**config.mk**
```make
export PLATFORM = sky130hd
export DESIGN_NAME = text_line_justifier_flat
export DESIGN_NICKNAME = d
export VERILOG_FILES = /design/src/rtl/tlj_pkg.sv /design/src/rtl/tlj_word_if.sv /design/src/rtl/tlj_result_if.sv /design/src/rtl/text_line_justifier.sv /design/src/rtl/tlj_ram.sv /design/src/rtl/tlj_datapath.sv /design/src/rtl/tlj_ctrl.sv /design/src/flat_wrapper.sv
export VERILOG_INCLUDE_DIRS = /design/src /design/src/rtl
export SDC_FILE = /design/constraint.sdc
export NUM_CORES = 1
export LEC_CHECK = 0
export BUFFER_PORTS_ARGS = -buffer_cell sky130_fd_sc_hd__clkbuf_2
export CAP_MARGIN = 15
export CORE_ASPECT_RATIO = 2
export CORE_MARGIN = 5
export CORE_UTILIZATION = 35
export CTS_BUF_LIST = sky130_fd_sc_hd__clkbuf_8
export DETAILED_ROUTE_END_ITERATION = 10
export GPL_TIMING_DRIVEN = 0
export HOLD_SLACK_MARGIN = 0.02
export PLACE_DENSITY = 0.58
export SYNTH_ARGS = -nofsm -noshare
export SYNTH_HDL_FRONTEND = slang
export SYNTH_SLANG_ARGS = --single-unit
```
**constraint.sdc**
```tcl
create_clock -name clk -period 11.5 [get_ports clk]
set_input_delay 2.875 -clock clk [delete_from_list [all_inputs] [get_ports clk]]
set_output_delay 2.875 -clock clk [all_outputs]
set_load 0.005 [all_outputs]
```
**src/rtl/text_line_justifier_assert.svh**
```systemverilog
// ----------------------------------------------------------------------------
// text_line_justifier_assert.svh
// Assertion macros shared by the line justifier modules. They compile to
// nothing when SYNTHESIS is defined.
// ----------------------------------------------------------------------------
`ifndef TEXT_LINE_JUSTIFIER_ASSERT_SVH
`define TEXT_LINE_JUSTIFIER_ASSERT_SVH
`ifndef SYNTHESIS
// Same-cycle implication, checked at every rising edge outside reset.
`define TLJ_ASSERT_IMP(label, ck, rn, ante, cons) \
  label: assert property (@(posedge ck) disable iff (!rn) (ante) |-> (cons)) \
    else $error("text_line_justifier: implication check failed");
// Next-cycle implication, checked at every rising edge outside reset.
`define TLJ_ASSERT_NXT(label, ck, rn, ante, cons) \
  label: assert property (@(posedge ck) disable iff (!rn) (ante) |=> (cons)) \
    else $error("text_line_justifier: next-cycle check failed");
`else
`define TLJ_ASSERT_IMP(label, ck, rn, ante, cons)
`define TLJ_ASSERT_NXT(label, ck, rn, ante, cons)
`endif
`endif

```
**src/rtl/tlj_pkg.sv**
```systemverilog
// ----------------------------------------------------------------------------
// tlj_pkg
// Shared constants, mode codes and the controller/datapath command and
// status bundles of the line justifier.
// ----------------------------------------------------------------------------
`timescale 1ns / 1ps
`default_nettype none

package tlj_pkg;

  // Fixed field widths.
  localparam int WORD_W = 7;
  localparam int SP_W   = 6;
  localparam int CFG_W  = 7;

  localparam logic [SP_W-1:0]  SP_MAX    = 6'd63;
  localparam logic [CFG_W-1:0] CFG_RESET = 7'd64;

  // What kind of word the datapath is emitting.
  localparam int MODE_W = 2;
  localparam logic [MODE_W-1:0] MODE_FULL = 2'd0;
  localparam logic [MODE_W-1:0] MODE_LAST = 2'd1;
  localparam logic [MODE_W-1:0] MODE_OVS  = 2'd2;

  // Commands from the controller to the datapath.
  typedef struct packed {
    logic                load;
    logic                div_start;
    logic                rd;
    logic                emit;
    logic                idx_clr;
    logic                idx_inc;
    logic                append;
    logic                line_clr;
    logic [MODE_W-1:0]   mode;
  } cmd_t;

  // Status from the datapath to the controller.
  typedef struct packed {
    logic oversize;
    logic flush_full;
    logic last_word;
    logic div_done;
    logic idx_last;
    logic out_free;
  } sts_t;

endpackage

`default_nettype wire

```
**src/rtl/tlj_word_if.sv**
```systemverilog
// ----------------------------------------------------------------------------
// tlj_word_if
// Input channel: one word length per transfer, with the final-word mark.
// ----------------------------------------------------------------------------
`timescale 1ns / 1ps
`default_nettype none

interface tlj_word_if;
  logic                        valid;
  logic                        ready;
  logic [tlj_pkg::WORD_W-1:0]  word_length;
  logic                        last_word;

  modport source (output valid, output word_length, output last_word, input ready);
  modport sink (input valid, input word_length, input last_word, output ready);
endinterface

`default_nettype wire

```
**src/rtl/tlj_result_if.sv**
```systemverilog
// ----------------------------------------------------------------------------
// tlj_result_if
// Result channel: one placed word per transfer with its trailing spaces.
// ----------------------------------------------------------------------------
`timescale 1ns / 1ps
`default_nettype none

interface tlj_result_if;
  logic                        valid;
  logic                        ready;
  logic [tlj_pkg::WORD_W-1:0]  out_word_length;
  logic [tlj_pkg::SP_W-1:0]    spaces_after;
  logic                        end_of_line;
  logic                        oversize;
  logic                        last_result;

  modport source (output valid, output out_word_length, output spaces_after,
                  output end_of_line, output oversize, output last_result,
                  input ready);
  modport sink (input valid, input out_word_length, input spaces_after,
                input end_of_line, input oversize, input last_result,
                output ready);
endinterface

`default_nettype wire

```
**src/rtl/text_line_justifier.sv**
```systemverilog
// ----------------------------------------------------------------------------
// text_line_justifier
// Greedy full justification of a stream of word lengths into lines.
// ----------------------------------------------------------------------------
// One input word is handled at a time. A word that joins the line without
// a flush passes through accept, fit check and buffer write. A flush of a
// full line starts the serial gap divider, waits while it works through
// every bit of the maximum line width, and then emits the buffered words;
// each word comes from the line buffer RAM via its registered read port
// before it enters the output register. The final line is emitted in the
// same way, while an oversize word goes to the output register after its
// fit check. Results wait in an output register, so a stalled consumer
// holds back only the next emission. The line width register may be written
// only while no word is being processed.
// ----------------------------------------------------------------------------
`timescale 1ns / 1ps
`default_nettype none

module text_line_justifier #(
  parameter int MAX_LINE_WIDTH = 64,
  parameter int MAX_LINE_WORDS = 32
) (
  input  wire logic                        clk,
  input  wire logic                        rst_n,
  input  wire logic                        cfg_we,
  input  wire logic [tlj_pkg::CFG_W-1:0]   cfg_wdata,
  tlj_word_if.sink                         in_chan,
  tlj_result_if.source                     out_chan
);

  tlj_pkg::cmd_t cmd;
  tlj_pkg::sts_t sts;
  logic          in_ready;

  // Sequencer.
  tlj_ctrl u_ctrl (
    .clk      (clk),
    .rst_n    (rst_n),
    .in_valid (in_chan.valid),
    .in_ready (in_ready),
    .cmd      (cmd),
    .sts      (sts)
  );

  assign in_chan.ready = in_ready;

  // Datapath with line buffer and output register.
  tlj_datapath #(
    .MAX_LINE_WIDTH (MAX_LINE_WIDTH),
    .MAX_LINE_WORDS (MAX_LINE_WORDS)
  ) u_datapath (
    .clk              (clk),
    .rst_n            (rst_n),
    .cfg_we           (cfg_we),
    .cfg_wdata        (cfg_wdata),
    .in_word_length   (in_chan.word_length),
    .in_last_word     (in_chan.last_word),
    .cmd              (cmd),
    .sts              (sts),
    .out_valid        (out_chan.valid),
    .out_ready        (out_chan.ready),
    .out_word_length  (out_chan.out_word_length),
    .out_spaces_after (out_chan.spaces_after),
    .out_end_of_line  (out_chan.end_of_line),
    .out_oversize     (out_chan.oversize),
    .out_last_result  (out_chan.last_result)
  );

endmodule

`default_nettype wire

```
**src/rtl/tlj_ram.sv**
```systemverilog
// ----------------------------------------------------------------------------
// tlj_ram
// Generic single-write, single-read RAM with a registered read port.
// ----------------------------------------------------------------------------
`timescale 1ns / 1ps
`default_nettype none

module tlj_ram #(
  parameter int WIDTH = 8,
  parameter int DEPTH = 32,
  parameter int AW    = (DEPTH > 1) ? $clog2(DEPTH) : 1
) (
  input  wire logic             clk,
  input  wire logic             we,
  input  wire logic [AW-1:0]    waddr,
  input  wire logic [WIDTH-1:0] wdata,
  input  wire logic             re,
  input  wire logic [AW-1:0]    raddr,
  output logic      [WIDTH-1:0] rdata
);

  logic [WIDTH-1:0] mem_r [DEPTH];
  logic [WIDTH-1:0] rdata_r;

  // Write port.
  always_ff @(posedge clk) begin
    if (we) begin
      mem_r[waddr] <= wdata;
    end
  end

  // Registered read; the data holds while no read is issued.
  always_ff @(posedge clk) begin
    if (re) begin
      rdata_r <= mem_r[raddr];
    end
  end

  assign rdata = rdata_r;

endmodule

`default_nettype wire

```
**src/rtl/tlj_datapath.sv**
```systemverilog
// ----------------------------------------------------------------------------
// tlj_datapath
// Line buffer, line counters, bit-serial gap divider, spacing arithmetic
// and the output register of the line justifier.
// ----------------------------------------------------------------------------
`timescale 1ns / 1ps
`default_nettype none
`include "text_line_justifier_assert.svh"

module tlj_datapath #(
  parameter int MAX_LINE_WIDTH = 64,
  parameter int MAX_LINE_WORDS = 32
) (
  input  wire logic                         clk,
  input  wire logic                         rst_n,
  input  wire logic                         cfg_we,
  input  wire logic [tlj_pkg::CFG_W-1:0]    cfg_wdata,
  input  wire logic [tlj_pkg::WORD_W-1:0]   in_word_length,
  input  wire logic                         in_last_word,
  input  wire tlj_pkg::cmd_t                cmd,
  output tlj_pkg::sts_t                     sts,
  output logic                              out_valid,
  input  wire logic                         out_ready,
  output logic [tlj_pkg::WORD_W-1:0]        out_word_length,
  output logic [tlj_pkg::SP_W-1:0]          out_spaces_after,
  output logic                              out_end_of_line,
  output logic                              out_oversize,
  output logic                              out_last_result
);

  localparam int LINE_CAP = (MAX_LINE_WORDS < 64) ? MAX_LINE_WORDS : 63;
  localparam int CW       = $clog2(LINE_CAP + 1);
  localparam int AW       = (LINE_CAP > 1) ? $clog2(LINE_CAP) : 1;
  localparam int WW       = $clog2(MAX_LINE_WIDTH + 1);
  localparam int XW       = WW + 7;
  localparam int IW       = $clog2(WW + 1);

  logic [tlj_pkg::CFG_W-1:0]  cfg_width_r;
  logic [WW-1:0]              eff_w;
  logic [tlj_pkg::WORD_W-1:0] len_r;
  logic                       last_r;
  logic [CW-1:0]              line_cnt_r;
  logic [WW-1:0]              letters_r;
  logic [AW-1:0]              idx_r;
  logic [WW-1:0]              num_r;
  logic [CW-1:0]              rem_r;
  logic [IW-1:0]              div_cnt_r;
  logic [tlj_pkg::WORD_W-1:0] ram_rdata;

  logic                       out_valid_r;
  logic [tlj_pkg::WORD_W-1:0] out_len_r;
  logic [tlj_pkg::SP_W-1:0]   out_sp_r;
  logic                       out_eol_r;
  logic                       out_ovs_r;
  logic                       out_lr_r;

  logic                       oversize;
  logic                       at_cap;
  logic                       overflow;
  logic                       idx_last;
  logic [WW-1:0]              spare;
  logic [CW-1:0]              gaps;
  logic [CW:0]                trial;
  logic [CW:0]                diff;
  logic                       ge;
  logic [XW-1:0]              base_sum;
  logic [XW-1:0]              used;
  logic [XW-1:0]              tail;

  logic [tlj_pkg::WORD_W-1:0] out_len_nxt;
  logic [tlj_pkg::SP_W-1:0]   out_sp_nxt;
  logic                       out_eol_nxt;
  logic                       out_ovs_nxt;
  logic                       out_lr_nxt;

  // Clamp a space count to the field range.
  function automatic logic [tlj_pkg::SP_W-1:0] sat_sp(input logic [XW-1:0] v);
    logic [tlj_pkg::SP_W-1:0] r;
    if (v > XW'(tlj_pkg::SP_MAX)) begin
      r = tlj_pkg::SP_MAX;
    end else begin
      r = v[tlj_pkg::SP_W-1:0];
    end
    return r;
  endfunction

  // Line width register.
  always_ff @(posedge clk) begin
    if (!rst_n) begin
      cfg_width_r <= tlj_pkg::CFG_RESET;
    end else if (cfg_we) begin
      cfg_width_r <= cfg_wdata;
    end
  end

  // Effective width: zero acts as one, large values clamp to the maximum.
  always_comb begin
    if (cfg_width_r == '0) begin
      eff_w = WW'(1);
    end else if (XW'(cfg_width_r) > XW'(MAX_LINE_WIDTH)) begin
      eff_w = WW'(MAX_LINE_WIDTH);
    end else begin
      eff_w = WW'(cfg_width_r);
    end
  end

  // Accepted word.
  always_ff @(posedge clk) begin
    if (cmd.load) begin
      len_r  <= in_word_length;
      last_r <= in_last_word;
    end
  end

  // Line fill state.
  always_ff @(posedge clk) begin
    if (!rst_n) begin
      line_cnt_r <= '0;
      letters_r  <= '0;
    end else if (cmd.line_clr) begin
      line_cnt_r <= '0;
      letters_r  <= '0;
    end else if (cmd.append) begin
      line_cnt_r <= line_cnt_r + CW'(1);
      letters_r  <= WW'(XW'(letters_r) + XW'(len_r));
    end
  end

  // Emit index.
  always_ff @(posedge clk) begin
    if (!rst_n) begin
      idx_r <= '0;
    end else if (cmd.idx_clr) begin
      idx_r <= '0;
    end else if (cmd.idx_inc) begin
      idx_r <= idx_r + AW'(1);
    end
  end

  // Word buffer of the current line.
  tlj_ram #(
    .WIDTH (tlj_pkg::WORD_W),
    .DEPTH (LINE_CAP),
    .AW    (AW)
  ) u_line_ram (
    .clk   (clk),
    .we    (cmd.append),
    .waddr (AW'(line_cnt_r)),
    .wdata (len_r),
    .re    (cmd.rd),
    .raddr (idx_r),
    .rdata (ram_rdata)
  );

  // Fit decisions for the held word.
  assign oversize = XW'(len_r) > XW'(eff_w);
  assign at_cap   = line_cnt_r >= CW'(LINE_CAP);
  assign overflow = (XW'(letters_r) + XW'(len_r) + XW'(line_cnt_r)) > XW'(eff_w);
  assign idx_last = CW'(idx_r) == (line_cnt_r - CW'(1));

  // Spare columns and gap count of the buffered line.
  assign spare = (eff_w > letters_r) ? (eff_w - letters_r) : '0;
  assign gaps  = line_cnt_r - CW'(1);

  // Restoring divider step: one quotient bit per cycle.
  assign trial = {rem_r, num_r[WW-1]};
  assign ge    = trial >= {1'b0, gaps};
  assign diff  = trial - {1'b0, gaps};

  always_ff @(posedge clk) begin
    if (!rst_n) begin
      div_cnt_r <= '0;
    end else if (cmd.div_start) begin
      div_cnt_r <= IW'(WW);
    end else if (div_cnt_r != '0) begin
      div_cnt_r <= div_cnt_r - IW'(1);
    end
  end

  always_ff @(posedge clk) begin
    if (cmd.div_start) begin
      num_r <= spare;
      rem_r <= '0;
    end else if (div_cnt_r != '0) begin
      num_r <= {num_r[WW-2:0], ge};
      rem_r <= ge ? diff[CW-1:0] : trial[CW-1:0];
    end
  end

  // Spacing: quotient plus one for the leftmost remainder gaps.
  assign base_sum = XW'(num_r) + XW'(CW'(idx_r) < rem_r);
  assign used     = XW'(letters_r) + XW'(line_cnt_r) - XW'(1);
  assign tail     = (XW'(eff_w) > used) ? (XW'(eff_w) - used) : '0;

  // Payload of the next result word.
  always_comb begin
    out_len_nxt = ram_rdata;
    out_sp_nxt  = '0;
    out_eol_nxt = idx_last;
    out_ovs_nxt = 1'b0;
    out_lr_nxt  = 1'b0;
    unique case (cmd.mode)
      tlj_pkg::MODE_FULL: begin
        if (!idx_last) begin
          out_sp_nxt = sat_sp(base_sum);
        end else if (line_cnt_r == CW'(1)) begin
          out_sp_nxt = sat_sp(XW'(spare));
        end
        out_lr_nxt = idx_last && !oversize && !last_r;
      end
      tlj_pkg::MODE_LAST: begin
        out_sp_nxt = idx_last ? sat_sp(tail) : tlj_pkg::SP_W'(1);
        out_lr_nxt = idx_last;
      end
      tlj_pkg::MODE_OVS: begin
        out_len_nxt = len_r;
        out_eol_nxt = 1'b1;
        out_ovs_nxt = 1'b1;
        out_lr_nxt  = 1'b1;
      end
      default: begin
        out_len_nxt = len_r;
      end
    endcase
  end

  // Output register.
  always_ff @(posedge clk) begin
    if (!rst_n) begin
      out_valid_r <= 1'b0;
    end else if (cmd.emit) begin
      out_valid_r <= 1'b1;
    end else if (out_ready) begin
      out_valid_r <= 1'b0;
    end
  end

  always_ff @(posedge clk) begin
    if (cmd.emit) begin
      out_len_r <= out_len_nxt;
      out_sp_r  <= out_sp_nxt;
      out_eol_r <= out_eol_nxt;
      out_ovs_r <= out_ovs_nxt;
      out_lr_r  <= out_lr_nxt;
    end
  end

  assign out_valid        = out_valid_r;
  assign out_word_length  = out_len_r;
  assign out_spaces_after = out_sp_r;
  assign out_end_of_line  = out_eol_r;
  assign out_oversize     = out_ovs_r;
  assign out_last_result  = out_lr_r;

  // Status to the controller.
  always_comb begin
    sts            = '0;
    sts.oversize   = oversize;
    sts.flush_full = (line_cnt_r != '0) && (oversize || at_cap || overflow);
    sts.last_word  = last_r;
    sts.div_done   = div_cnt_r == '0;
    sts.idx_last   = idx_last;
    sts.out_free   = !out_valid_r || out_ready;
  end

  // The line never holds more words than the buffer has entries.
  `TLJ_ASSERT_IMP(a_cnt_cap, clk, rst_n, 1'b1, line_cnt_r <= CW'(LINE_CAP))
  // The buffer is read only once the divider has finished.
  `TLJ_ASSERT_IMP(a_rd_div_idle, clk, rst_n, cmd.rd, div_cnt_r == '0)
  // An emitted word is shown on the next cycle.
  `TLJ_ASSERT_NXT(a_emit_valid, clk, rst_n, cmd.emit, out_valid_r)

endmodule

`default_nettype wire

```
**src/rtl/tlj_ctrl.sv**
```systemverilog
// ----------------------------------------------------------------------------
// tlj_ctrl
// Sequencer of the line justifier: accepts a word, decides on a flush,
// drives the divider, the buffer reads and the emission of result words.
// ----------------------------------------------------------------------------
`timescale 1ns / 1ps
`default_nettype none
`include "text_line_justifier_assert.svh"

module tlj_ctrl (
  input  wire logic           clk,
  input  wire logic           rst_n,
  input  wire logic           in_valid,
  output logic                in_ready,
  output tlj_pkg::cmd_t       cmd,
  input  wire tlj_pkg::sts_t  sts
);

  localparam logic [2:0] S_IDLE   = 3'd0;
  localparam logic [2:0] S_DECIDE = 3'd1;
  localparam logic [2:0] S_DIV    = 3'd2;
  localparam logic [2:0] S_READ   = 3'd3;
  localparam logic [2:0] S_EMIT   = 3'd4;
  localparam logic [2:0] S_APPEND = 3'd5;
  localparam logic [2:0] S_OVS    = 3'd6;

  logic [2:0]                   state_r;
  logic [2:0]                   state_nxt;
  logic [tlj_pkg::MODE_W-1:0]   mode_r;
  logic [tlj_pkg::MODE_W-1:0]   mode_nxt;

  // State and mode registers.
  always_ff @(posedge clk) begin
    if (!rst_n) begin
      state_r <= S_IDLE;
      mode_r  <= tlj_pkg::MODE_FULL;
    end else begin
      state_r <= state_nxt;
      mode_r  <= mode_nxt;
    end
  end

  // Next state and commands.
  always_comb begin
    state_nxt = state_r;
    mode_nxt  = mode_r;
    in_ready  = 1'b0;
    cmd       = '0;
    cmd.mode  = mode_r;
    unique case (state_r)
      S_IDLE: begin
        // No word is taken while reset is held.
        in_ready = rst_n;
        if (in_valid && rst_n) begin
          cmd.load  = 1'b1;
          state_nxt = S_DECIDE;
        end
      end
      S_DECIDE: begin
        if (sts.flush_full) begin
          cmd.div_start = 1'b1;
          cmd.idx_clr   = 1'b1;
          mode_nxt      = tlj_pkg::MODE_FULL;
          state_nxt     = S_DIV;
        end else if (sts.oversize) begin
          state_nxt = S_OVS;
        end else begin
          state_nxt = S_APPEND;
        end
      end
      S_DIV: begin
        if (sts.div_done) begin
          state_nxt = S_READ;
        end
      end
      S_READ: begin
        cmd.rd    = 1'b1;
        state_nxt = S_EMIT;
      end
      S_EMIT: begin
        if (sts.out_free) begin
          cmd.emit = 1'b1;
          if (sts.idx_last) begin
            cmd.line_clr = 1'b1;
            if (mode_r == tlj_pkg::MODE_FULL) begin
              state_nxt = sts.oversize ? S_OVS : S_APPEND;
            end else begin
              state_nxt = S_IDLE;
            end
          end else begin
            cmd.idx_inc = 1'b1;
            state_nxt   = S_READ;
          end
        end
      end
      S_APPEND: begin
        cmd.append = 1'b1;
        if (sts.last_word) begin
          cmd.idx_clr = 1'b1;
          mode_nxt    = tlj_pkg::MODE_LAST;
          state_nxt   = S_READ;
        end else begin
          state_nxt = S_IDLE;
        end
      end
      S_OVS: begin
        cmd.mode = tlj_pkg::MODE_OVS;
        if (sts.out_free) begin
          cmd.emit  = 1'b1;
          state_nxt = S_IDLE;
        end
      end
      default: begin
        state_nxt = S_IDLE;
      end
    endcase
  end

  // A word is loaded into the output register only when it has room.
  `TLJ_ASSERT_IMP(a_emit_free, clk, rst_n, cmd.emit, sts.out_free)
  // A word joins the line only when it fits and the line needs no flush.
  `TLJ_ASSERT_IMP(a_append_fits, clk, rst_n, cmd.append, !sts.flush_full && !sts.oversize)
  // Emission always starts from a fresh buffer read.
  `TLJ_ASSERT_NXT(a_read_emit, clk, rst_n, cmd.rd, state_r == S_EMIT)

endmodule

`default_nettype wire
```
**src/flat_wrapper.sv**
```systemverilog
// flat-port wrapper written by rule: the top's interface ports become plain ports
module text_line_justifier_flat 
#(
  parameter int MAX_LINE_WIDTH = 64,
  parameter int MAX_LINE_WORDS = 32
)
  (clk, rst_n, cfg_we, cfg_wdata, in_chan_valid, in_chan_word_length, in_chan_last_word, in_chan_ready, out_chan_valid, out_chan_out_word_length, out_chan_spaces_after, out_chan_end_of_line, out_chan_oversize, out_chan_last_result, out_chan_ready);
  tlj_word_if in_chan_i ();
  tlj_result_if out_chan_i ();
  input  wire logic clk;
  input  wire logic rst_n;
  input  wire logic cfg_we;
  input  wire logic [tlj_pkg::CFG_W-1:0] cfg_wdata;
  input wire logic [$bits(in_chan_i.valid)-1:0] in_chan_valid;
  input wire logic [$bits(in_chan_i.word_length)-1:0] in_chan_word_length;
  input wire logic [$bits(in_chan_i.last_word)-1:0] in_chan_last_word;
  output wire logic [$bits(in_chan_i.ready)-1:0] in_chan_ready;
  output wire logic [$bits(out_chan_i.valid)-1:0] out_chan_valid;
  output wire logic [$bits(out_chan_i.out_word_length)-1:0] out_chan_out_word_length;
  output wire logic [$bits(out_chan_i.spaces_after)-1:0] out_chan_spaces_after;
  output wire logic [$bits(out_chan_i.end_of_line)-1:0] out_chan_end_of_line;
  output wire logic [$bits(out_chan_i.oversize)-1:0] out_chan_oversize;
  output wire logic [$bits(out_chan_i.last_result)-1:0] out_chan_last_result;
  input wire logic [$bits(out_chan_i.ready)-1:0] out_chan_ready;
  assign in_chan_i.valid = in_chan_valid;
  assign in_chan_i.word_length = in_chan_word_length;
  assign in_chan_i.last_word = in_chan_last_word;
  assign in_chan_ready = in_chan_i.ready;
  assign out_chan_valid = out_chan_i.valid;
  assign out_chan_out_word_length = out_chan_i.out_word_length;
  assign out_chan_spaces_after = out_chan_i.spaces_after;
  assign out_chan_end_of_line = out_chan_i.end_of_line;
  assign out_chan_oversize = out_chan_i.oversize;
  assign out_chan_last_result = out_chan_i.last_result;
  assign out_chan_i.ready = out_chan_ready;
  text_line_justifier #(.MAX_LINE_WIDTH(MAX_LINE_WIDTH), .MAX_LINE_WORDS(MAX_LINE_WORDS)) u_core (.clk(clk), .rst_n(rst_n), .cfg_we(cfg_we), .cfg_wdata(cfg_wdata), .in_chan(in_chan_i), .out_chan(out_chan_i));
endmodule
```
# Word level (Yosys, flattened, before mapping)
# Memories as Yosys holds them, arrays and structs flattened. A register that Yosys moved wholly into a read port is not among the register bits.
# Cells that the tools add are included.
# W data, S select, Z words.
[totals] ff_bits=71 n_memories=1 inputBits=20 out_inout_bits=18 ramBits=224 word_cells=138
[op_classes] n_bitwise=1 n_reduce_logical=26 muxes=54 n_addsub=12 n_lt_le_gt_ge=11 n_eq_ne=16
[memory_table] memory="u_core.u_datapath.u_line_ram.mem_r" depth=32 word_bits=7 rd=1 rd_clocked_by_memory_dff=1 write_ports=1 line="tlj_ram.sv:22" source="logic [WIDTH-1:0] mem_r [DEPTH];"
[ops] cell="$mux W6" n=7
[ops] cell="$mux W7" n=6
[ops] cell="$mux W3" n=9
[ops] cell="$mux W1" n=21
[ops] cell="$pmux W3 S7" n=1
[ops] cell="$gt A14 B6 Y1 const B" n=1
[ops] cell="$gt A7 B14 Y1" n=1
[ops] cell="$gt A7 B7 Y1" n=2
[ops] cell="$mux W14" n=1
[ops] cell="$pmux W6 S2" n=1
[ops] cell="$mux W2" n=5
[ops] cell="$sub A8 B9 Y10" n=1
[ops] cell="$add A8 B6 Y9" n=1
[ops] cell="$eq A3 B3 Y1 const B" n=3
[ops] cell="$gt A9 B7 Y1" n=1
[ops] cell="$sub A8 B1 Y9 const B" n=1
[ops] cell="$add A7 B1 Y8" n=1
[ops] cell="$add A7 B6 Y8" n=1
[ops] cell="$add A7 B7 Y8" n=1
[ops] cell="$gt A8 B6 Y1 const B" n=1
[ops] cell="$ne A2 B1 Y1 const B" n=4
[ops] cell="$reduce_or A2 Y1" n=4
[ops] cell="$ge A7 B6 Y1" n=1
[ops] cell="$gt A7 B6 Y1 const B" n=1
[ops] cell="31 further kinds" n=44

# Logic depth before layout (Yosys ltp)
# Gate-level depths: netlist of run 1.
[logic_depth] depth_word=10 depth_mapped=19 depth_no_buf=18

# Cells and area by module
# A second synthesis of run 1 with hierarchy kept.
[unflattened] cells_unflattened=1013 area_unflattened_um2=14696.6
[modules_own_cells] mod="tlj_ram" area_per_inst_um2=8903.5 cells_per_inst=370 instances=1 seq_area_each_um2=6936.7
[modules_own_cells] mod="tlj_datapath" area_per_inst_um2=5375.2 cells_per_inst=589 instances=1 seq_area_each_um2=1631.6
[modules_own_cells] mod="tlj_ctrl" area_per_inst_um2=417.9 cells_per_inst=54 instances=1 seq_area_each_um2=80.1

# Least setup slack after synthesis of run 1
# Ideal clock, no wire load.
[synth_path] path_kind="in2out" start="in rst_n" end="out in_chan_ready" path_stages=2 arrival_ns=3.452 required_ns=8.625 path_slack_ns=5.173 n_path_buf=1 cell_sequence="clkbuf_1 -> nor4b_1"
[synth_between] elab_chain_len=1
[synth_lines] item="start: declaration" line="flat_wrapper.sv:11" source="input wire logic rst_n;"
[synth_lines] item="$mux W1" line="tlj_ctrl.sv:50" source="unique case (state_r)"
[synth_lines] item="end: declaration" line="flat_wrapper.sv:17" source="output wire logic [$bits(in_chan_i.ready)-1:0] in_chan_ready;"
# Every way passes these cells.

# Worst setup path in the final report of run 1
# Ends and elaborated chain as after synthesis.

==> impl_metrics.toml, run 1 <==
[clocking]
cts.htree.levels = 2
cts_resized = 0
cts_tree = "done"
clockRootBuffer = "clkbuf_8"
cts-hold-fix-buffers = 0
cts_setup_buffers = 0
insertion_delay_ns = 0.58
cts.sinks = 301
clk_pin_slew_ns = 0.07
numCtsBuffers = 41
cts.path.max_buffers = 3

[sta]
slew_violations = 0
worst_pin_slew_ns = 1.030
finalSetupTns_ns = 0
setup_slack_ns = 4.367
skew_ns = 0.02422
setup_viol = 0
fmax_ghz = 0.1402
rsz0062_at_grt = "no"
hold_viol_final = 0
min_period_ns = 7.133
period_share_pct = 62.02
max-slew-margin-rel_pct = 30.75

[drt]
drt_iter0_markers = 491
vias = 9230
drc_errors = 0
first_pass_iters = 7
antenna_left = 0
via_per_inst = 5.348
wl_per_cell_um = 23.34
drt_wl_total_mm = 40.28

[power_and_ir_drop]
power_w = 0.003251
p_per_area_mw_per_mm2 = 194.5
ir_drop_v = 0.00006802
p_leak_nw = 5.836

[critical_path]
path_max_fanout = 10
crit_top_cell = "clkbuf_2"
criticalPathCategory = "in2out"
r2r-start = "u_core.u_datapath.len_r[0]"
critPathLaunch = "rst_n"
start_kind = "input pin"
cp_top_family = "buffers and inverters"
crit_arrival_ns = 4.26
crit_buf_inv = 3
crit_slowest_cell = "clkbuf_1"
cp_slowest_stage_delay_ns = 0.59
crit_chain = "clkbuf_2, clkbuf_1, nor4b_1, clkbuf_2"
end_kind = "output port"
worstReg2RegEnd = "u_core.u_datapath.num_r[6]"
required_ns = 8.63
rr_worst_depth = 18
regToRegSetupSlack_ns = 5.77

[logic_synthesis]
synth-async-reset-ratio_pct = 0
avgSynthCellArea_um2 = 13.93
ys_warn_count = 0
yosysMostFrequentCell = "edfxtp_1"
ys.flop_type = "edfxtp_1"
synth_common_cells = "262 x edfxtp_1, 83 x nor2_1, 75 x ha_1, 70 x mux4_2, 70 x nand2_1"
synth.distinct_cells = 69
netlist_instances = 1066
ys_seq_area_share_pct = 58.23
synth-edff-count = 262
ys_ff_latch = 301
yosys-top-cells-area = "edfxtp_1 53%, mux4_2 11%, ha_1 6.3%"
synth.top_cell.area_share_pct = 52.97
synth_nets = 1167
synth_top_area_cell = "edfxtp_1"
syn-cell-area_mm2 = 0.01485

[final_layout]
finalNetCount = 1254
syn2layout_area_growth_pct = 12.55
n_fill_cell = 3986
fin_cells = 1726
fin_util_pct = 39.89
drive_gt1_share_pct = 18.23

[grt]
grt_pass1_wl_mm = 59.28
antenna_found_initial = 2
grt-ovfl-total = 0
grt_max_degree = 35
track_usage_pct = 17.22
grt_pass1_vias = 9655

[placement]
place_ws_ns = 4.413
dpl.hpwl_mm = 31.45
port_buffers = 36
place_inst = 1648
gp_congestion = 0.8679

[floorplan]
dieArea_mm2 = 0.04691
dieWidth_um = 155.7
io_pins = 38
start_util_pct = 35.44
core_area_mm2 = 0.04191
rows = 106
fp.dieH_um = 301.3

[worst_hold_path]
worstHoldStart = "u_core.u_datapath.letters_r[2]"
whs_path_depth = 2
hp-class = "reg2reg"
hold_end = "u_core.u_datapath.letters_r[2]"

[run_status]
outcome = "complete, no violations"

[flow_run]
cap_viol_max_count = 0
-- flip-flops by register name, indices dropped and copies added (netlist names) --
signal                              count
u_core.u_ctrl.mode_r                    1
u_core.u_ctrl.state_r                   3
u_core.u_datapath.cfg_width_r           7
u_core.u_datapath.div_cnt_r             3
u_core.u_datapath.idx_r                 5
u_core.u_datapath.last_r                1
u_core.u_datapath.len_r                 7
u_core.u_datapath.letters_r             7
u_core.u_datapath.line_cnt_r            6
u_core.u_datapath.num_r                 7
u_core.u_datapath.out_end_of_line       1
u_core.u_datapath.out_last_result       1
u_core.u_datapath.out_oversize          1
u_core.u_datapath.out_spaces_after      6
u_core.u_datapath.out_valid             1
u_core.u_datapath.out_word_length       7
u_core.u_datapath.rem_r                 6
u_core.u_datapath.u_line_ram.mem_r    224
u_core.u_datapath.u_line_ram.rdata      7
-- per-layer routing --
metal / share of wire, % / global-route usage [%]
met5: 0 / 0
met4: 9.0 / 13.04
met3: 3.1 / 1.939
met2: 60 / 35.67
met1: 28 / 13.81
-- area by class of cell --
type / instances / area [µm²] / area share, %
diodes: 1 / 2.502 / 0.01497
flip-flops and latches: 301 / 8648 / 51.73
well taps: 540 / 675.6 / 4.042
plain buffers: 41 / 196.4 / 1.175
repair buffers: 44 / 380.4 / 2.275
inverters: 63 / 236.5 / 1.415
multi-input cells: 661 / 5772 / 34.53
clock inverters: 31 / 200.2 / 1.198
clock buffers: 44 / 605.6 / 3.622
-- cell usage in the layout (no fill, tap or decap), types with 19 or more instances in the layout --
cell type / instances
dfxtp_1: 39
edfxtp_1: 262
xnor2_1: 19
clkbuf_2: 36
nor2_1: 83
nand3_1: 20
inv_1: 73
mux4_2: 70
nor3_1: 20
ha_1: 75
nand2_1: 70
nor2b_1: 19
clkbuf_8: 44
a21oi_1: 37
o21ai_0: 33
-- worst max-delay path by stage --
stage,slack [ns],end,depth (start not counted)
6_report,4.37,in_chan_ready,4
5_1_grt,4.31,in_chan_ready,4
4_1_cts,4.40,in_chan_ready,4
3_5_place_dp,4.41,in_chan_ready,4
3_3_place_gp,4.41,in_chan_ready,4
2_1_floorplan,5.17,in_chan_ready,2
-- worst min-delay path, cell delays in order (launching register included) --
cell,delay [ns]
dfxtp_1,0.33
nand2_1,0.06
a21oi_1,0.05
-- logic make-up after synthesis --
logic type / count (synthesis) / share of synthesized area (%)
AO/OA/AOI/OAI: 171 / 7.868
XOR/XNOR: 34 / 2.190
adder cells (fa/ha/maj): 81 / 7.127
buffers and inverters: 104 / 2.915
flip-flops: 301 / 58.23
multiplexers: 98 / 12.64
AND/OR/NAND/NOR: 277 / 9.030
-- power by group --
group	internal, W	switching (W)	leakage [nW]
clock network	0.000405	0.000419	0.454
logic	0.000458	0.000613	2.70
registers	0.00129	0.0000642	2.68
total	0.00216	0.00110	5.84
-- metrics by stage --
stage,hold WS (ns),area [µm²]
floorplan,0.4530,14850
global placement,0.4704,15710
finish,0.4824,16720
CTS,0.4847,16680
detailed placement,0.4739,15870
global route,0.5120,16720
Note: power is estimated with default switching activity, not from simulation.
==> run 2: changes to the inputs <==
Settings changed: PLACE_DENSITY 0.58 to 0.6.
Clock period 11.5 ns to 6.5 ns, I/O delays scaled along.
==> impl_metrics.toml, run 2 (synthesis gave the netlist of run 1 again) <==
[run_status]
outcome = "complete, no violations"

[final_layout]
layout_common_cells = "262 x edfxtp_1, 83 x nor2_1, 75 x ha_1, 72 x inv_1"
final_common_cell = "edfxtp_1"
syn2layout_area_growth_pct = 11.99
fin_cells = 1717
largest_reg_flops = 224
finalNetCount = 1252
drive_gt1_share_pct = 17.77
regMostFlops = "u_core.u_datapath.u_line_ram.mem_r"

[drt]
antenna_left = 0
via_per_inst = 5.304
drc_errors = 0
first_pass_iters = 6
wl_per_cell_um = 23.07
drt_wl_total_mm = 39.62
vias = 9107
drt_iter0_markers = 390

[grt]
grt-ovfl-total = 0
grt_max_degree = 27
antenna_found_initial = 1
grt_pass1_vias = 9717
grt_pass1_wl_mm = 58.59
track_usage_pct = 16.99

[sta]
min_period_ns = 5.780
max-slew-margin-rel_pct = 34.18
skew_ns = 0.04914
slew_violations = 0
worst_pin_slew_ns = 0.9790
setup_viol = 0
period_share_pct = 88.92
finalSetupTns_ns = 0
hold_viol_final = 0
fmax_ghz = 0.1730
rsz0062_at_grt = "no"

[critical_path]
start_kind = "register"
crit_slowest_cell = "edfxtp_1"
path_max_fanout = 25
crit_top_cell = "ha_1"
cp_slowest_stage_delay_ns = 0.63
crit_chain = "buf_16, ha_1, inv_1, fa_1, nor2b_1, o21ai_0, a21oi_1, ha_1, a31oi_1, xnor2_1, ha_1, nand4_1, or4_1, o31ai_1, nor2b_1, a21oi_4, buf_4, or2_2"
criticalPathCategory = "reg2reg"
end_kind = "register"
crit_arrival_ns = 6.09
required_ns = 6.81

[clocking]
clk_pin_slew_ns = 0.08
cts.sinks = 301
cts-hold-fix-buffers = 0
insertion_delay_ns = 0.58
cts.path.max_buffers = 3
cts_setup_buffers = 0
cts_tree = "done"
clockRootBuffer = "clkbuf_8"
numCtsBuffers = 39
cts.htree.levels = 2
cts_resized = 0

[floorplan]
io_pins = 38
fp.dieH_um = 301.3
dieArea_mm2 = 0.04691
start_util_pct = 35.44
rows = 106
core_area_mm2 = 0.04191
dieWidth_um = 155.7

[worst_hold_path]
hp-class = "reg2reg"

[placement]
dpl.hpwl_mm = 31.12
port_buffers = 36
place_inst = 1649
gp_congestion = 0.8863

[power_and_ir_drop]
power_w = 0.005639
ir_drop_v = 0.0001408
p_leak_nw = 5.786
p_per_area_mw_per_mm2 = 339.0

[flow_run]
cap_viol_max_count = 0
## run 2: cell types whose count changed in the layout (fill, tap and decap cells not counted)
cell / delta
clkinv_1: -1
clkinv_4: -1
clkinv_2: -3
inv_1: -1
inv_8: -1
bufinv_16: -1
clkinv_8: +1
clkbuf_8: -2
## run 2: area by class of cell
| cell class | count | area, µm² |
|---|---|---|
| fillers | 3972 | 25280 |
| flip-flops and latches | 301 | 8648 |
| multi-input cells | 661 | 5772 |
| well taps | 540 | 675.6 |
| clock buffers | 42 | 578.1 |
| repair buffers | 44 | 380.4 |
| inverters | 63 | 236.5 |
| plain buffers | 41 | 196.4 |
| clock inverters | 24 | 143.9 |
| diodes | 1 | 2.502 |
## run 2: metrics by stage
stage | instance area, µm² | hold slack [ns] | utilization, % | worst slack [ns]
final | 16630 | 0.4835 | 39.69 | 0.7204
after global routing | 16630 | 0.5066 | 39.69 | 0.3924
after CTS | 16620 | 0.4864 | 39.66 | 0.6180
after detailed placement | 15900 | 0.4762 | 37.94 | 0.6518
after global placement | 15710 | 0.4717 | 37.48 | 0.2647
after floorplan | 14850 | 0.4530 | - | 1.825
## run 2: worst paths after layout
check / start / to / slack (ns) / cells past startpoint
setup / recovery: u_core.u_datapath.len_r[0] / u_core.u_datapath.num_r[2] / 0.72 / 18
hold / removal: u_core.u_datapath.letters_r[2] / u_core.u_datapath.letters_r[2] / 0.48 / 2
setup reg to reg: u_core.u_datapath.len_r[0] / u_core.u_datapath.num_r[2] / 0.72 / 18
hold reg to reg: u_core.u_datapath.letters_r[2] / u_core.u_datapath.letters_r[2] / 0.48 / 2
## run 2: per-layer routing
layer | vias up | track usage [%] | share of wire [%]
met5 | - | 0 | 0
met4 | 0 | 12.83 | 8.7
met3 | 121 | 2.039 | 3.2
met2 | 263 | 35.32 | 60
met1 | 4468 | 13.44 | 28
li1 | 4255 | - | -
## run 2: critical path, delay by kind of cell (launching register included)
kind / cells / cell delay (ns)
buf+inv: 3 / 0.50
flops: 1 / 0.63
compound gates: 5 / 1.22
simple gates: 5 / 1.59
fa+ha+maj: 4 / 1.40
xor+xnor: 1 / 0.13
## run 2: where the power goes
part / internal (W) / switching, W
combinational: 0.000811 / 0.00109
clock: 0.000640 / 0.000705
sequential: 0.00229 / 0.000111
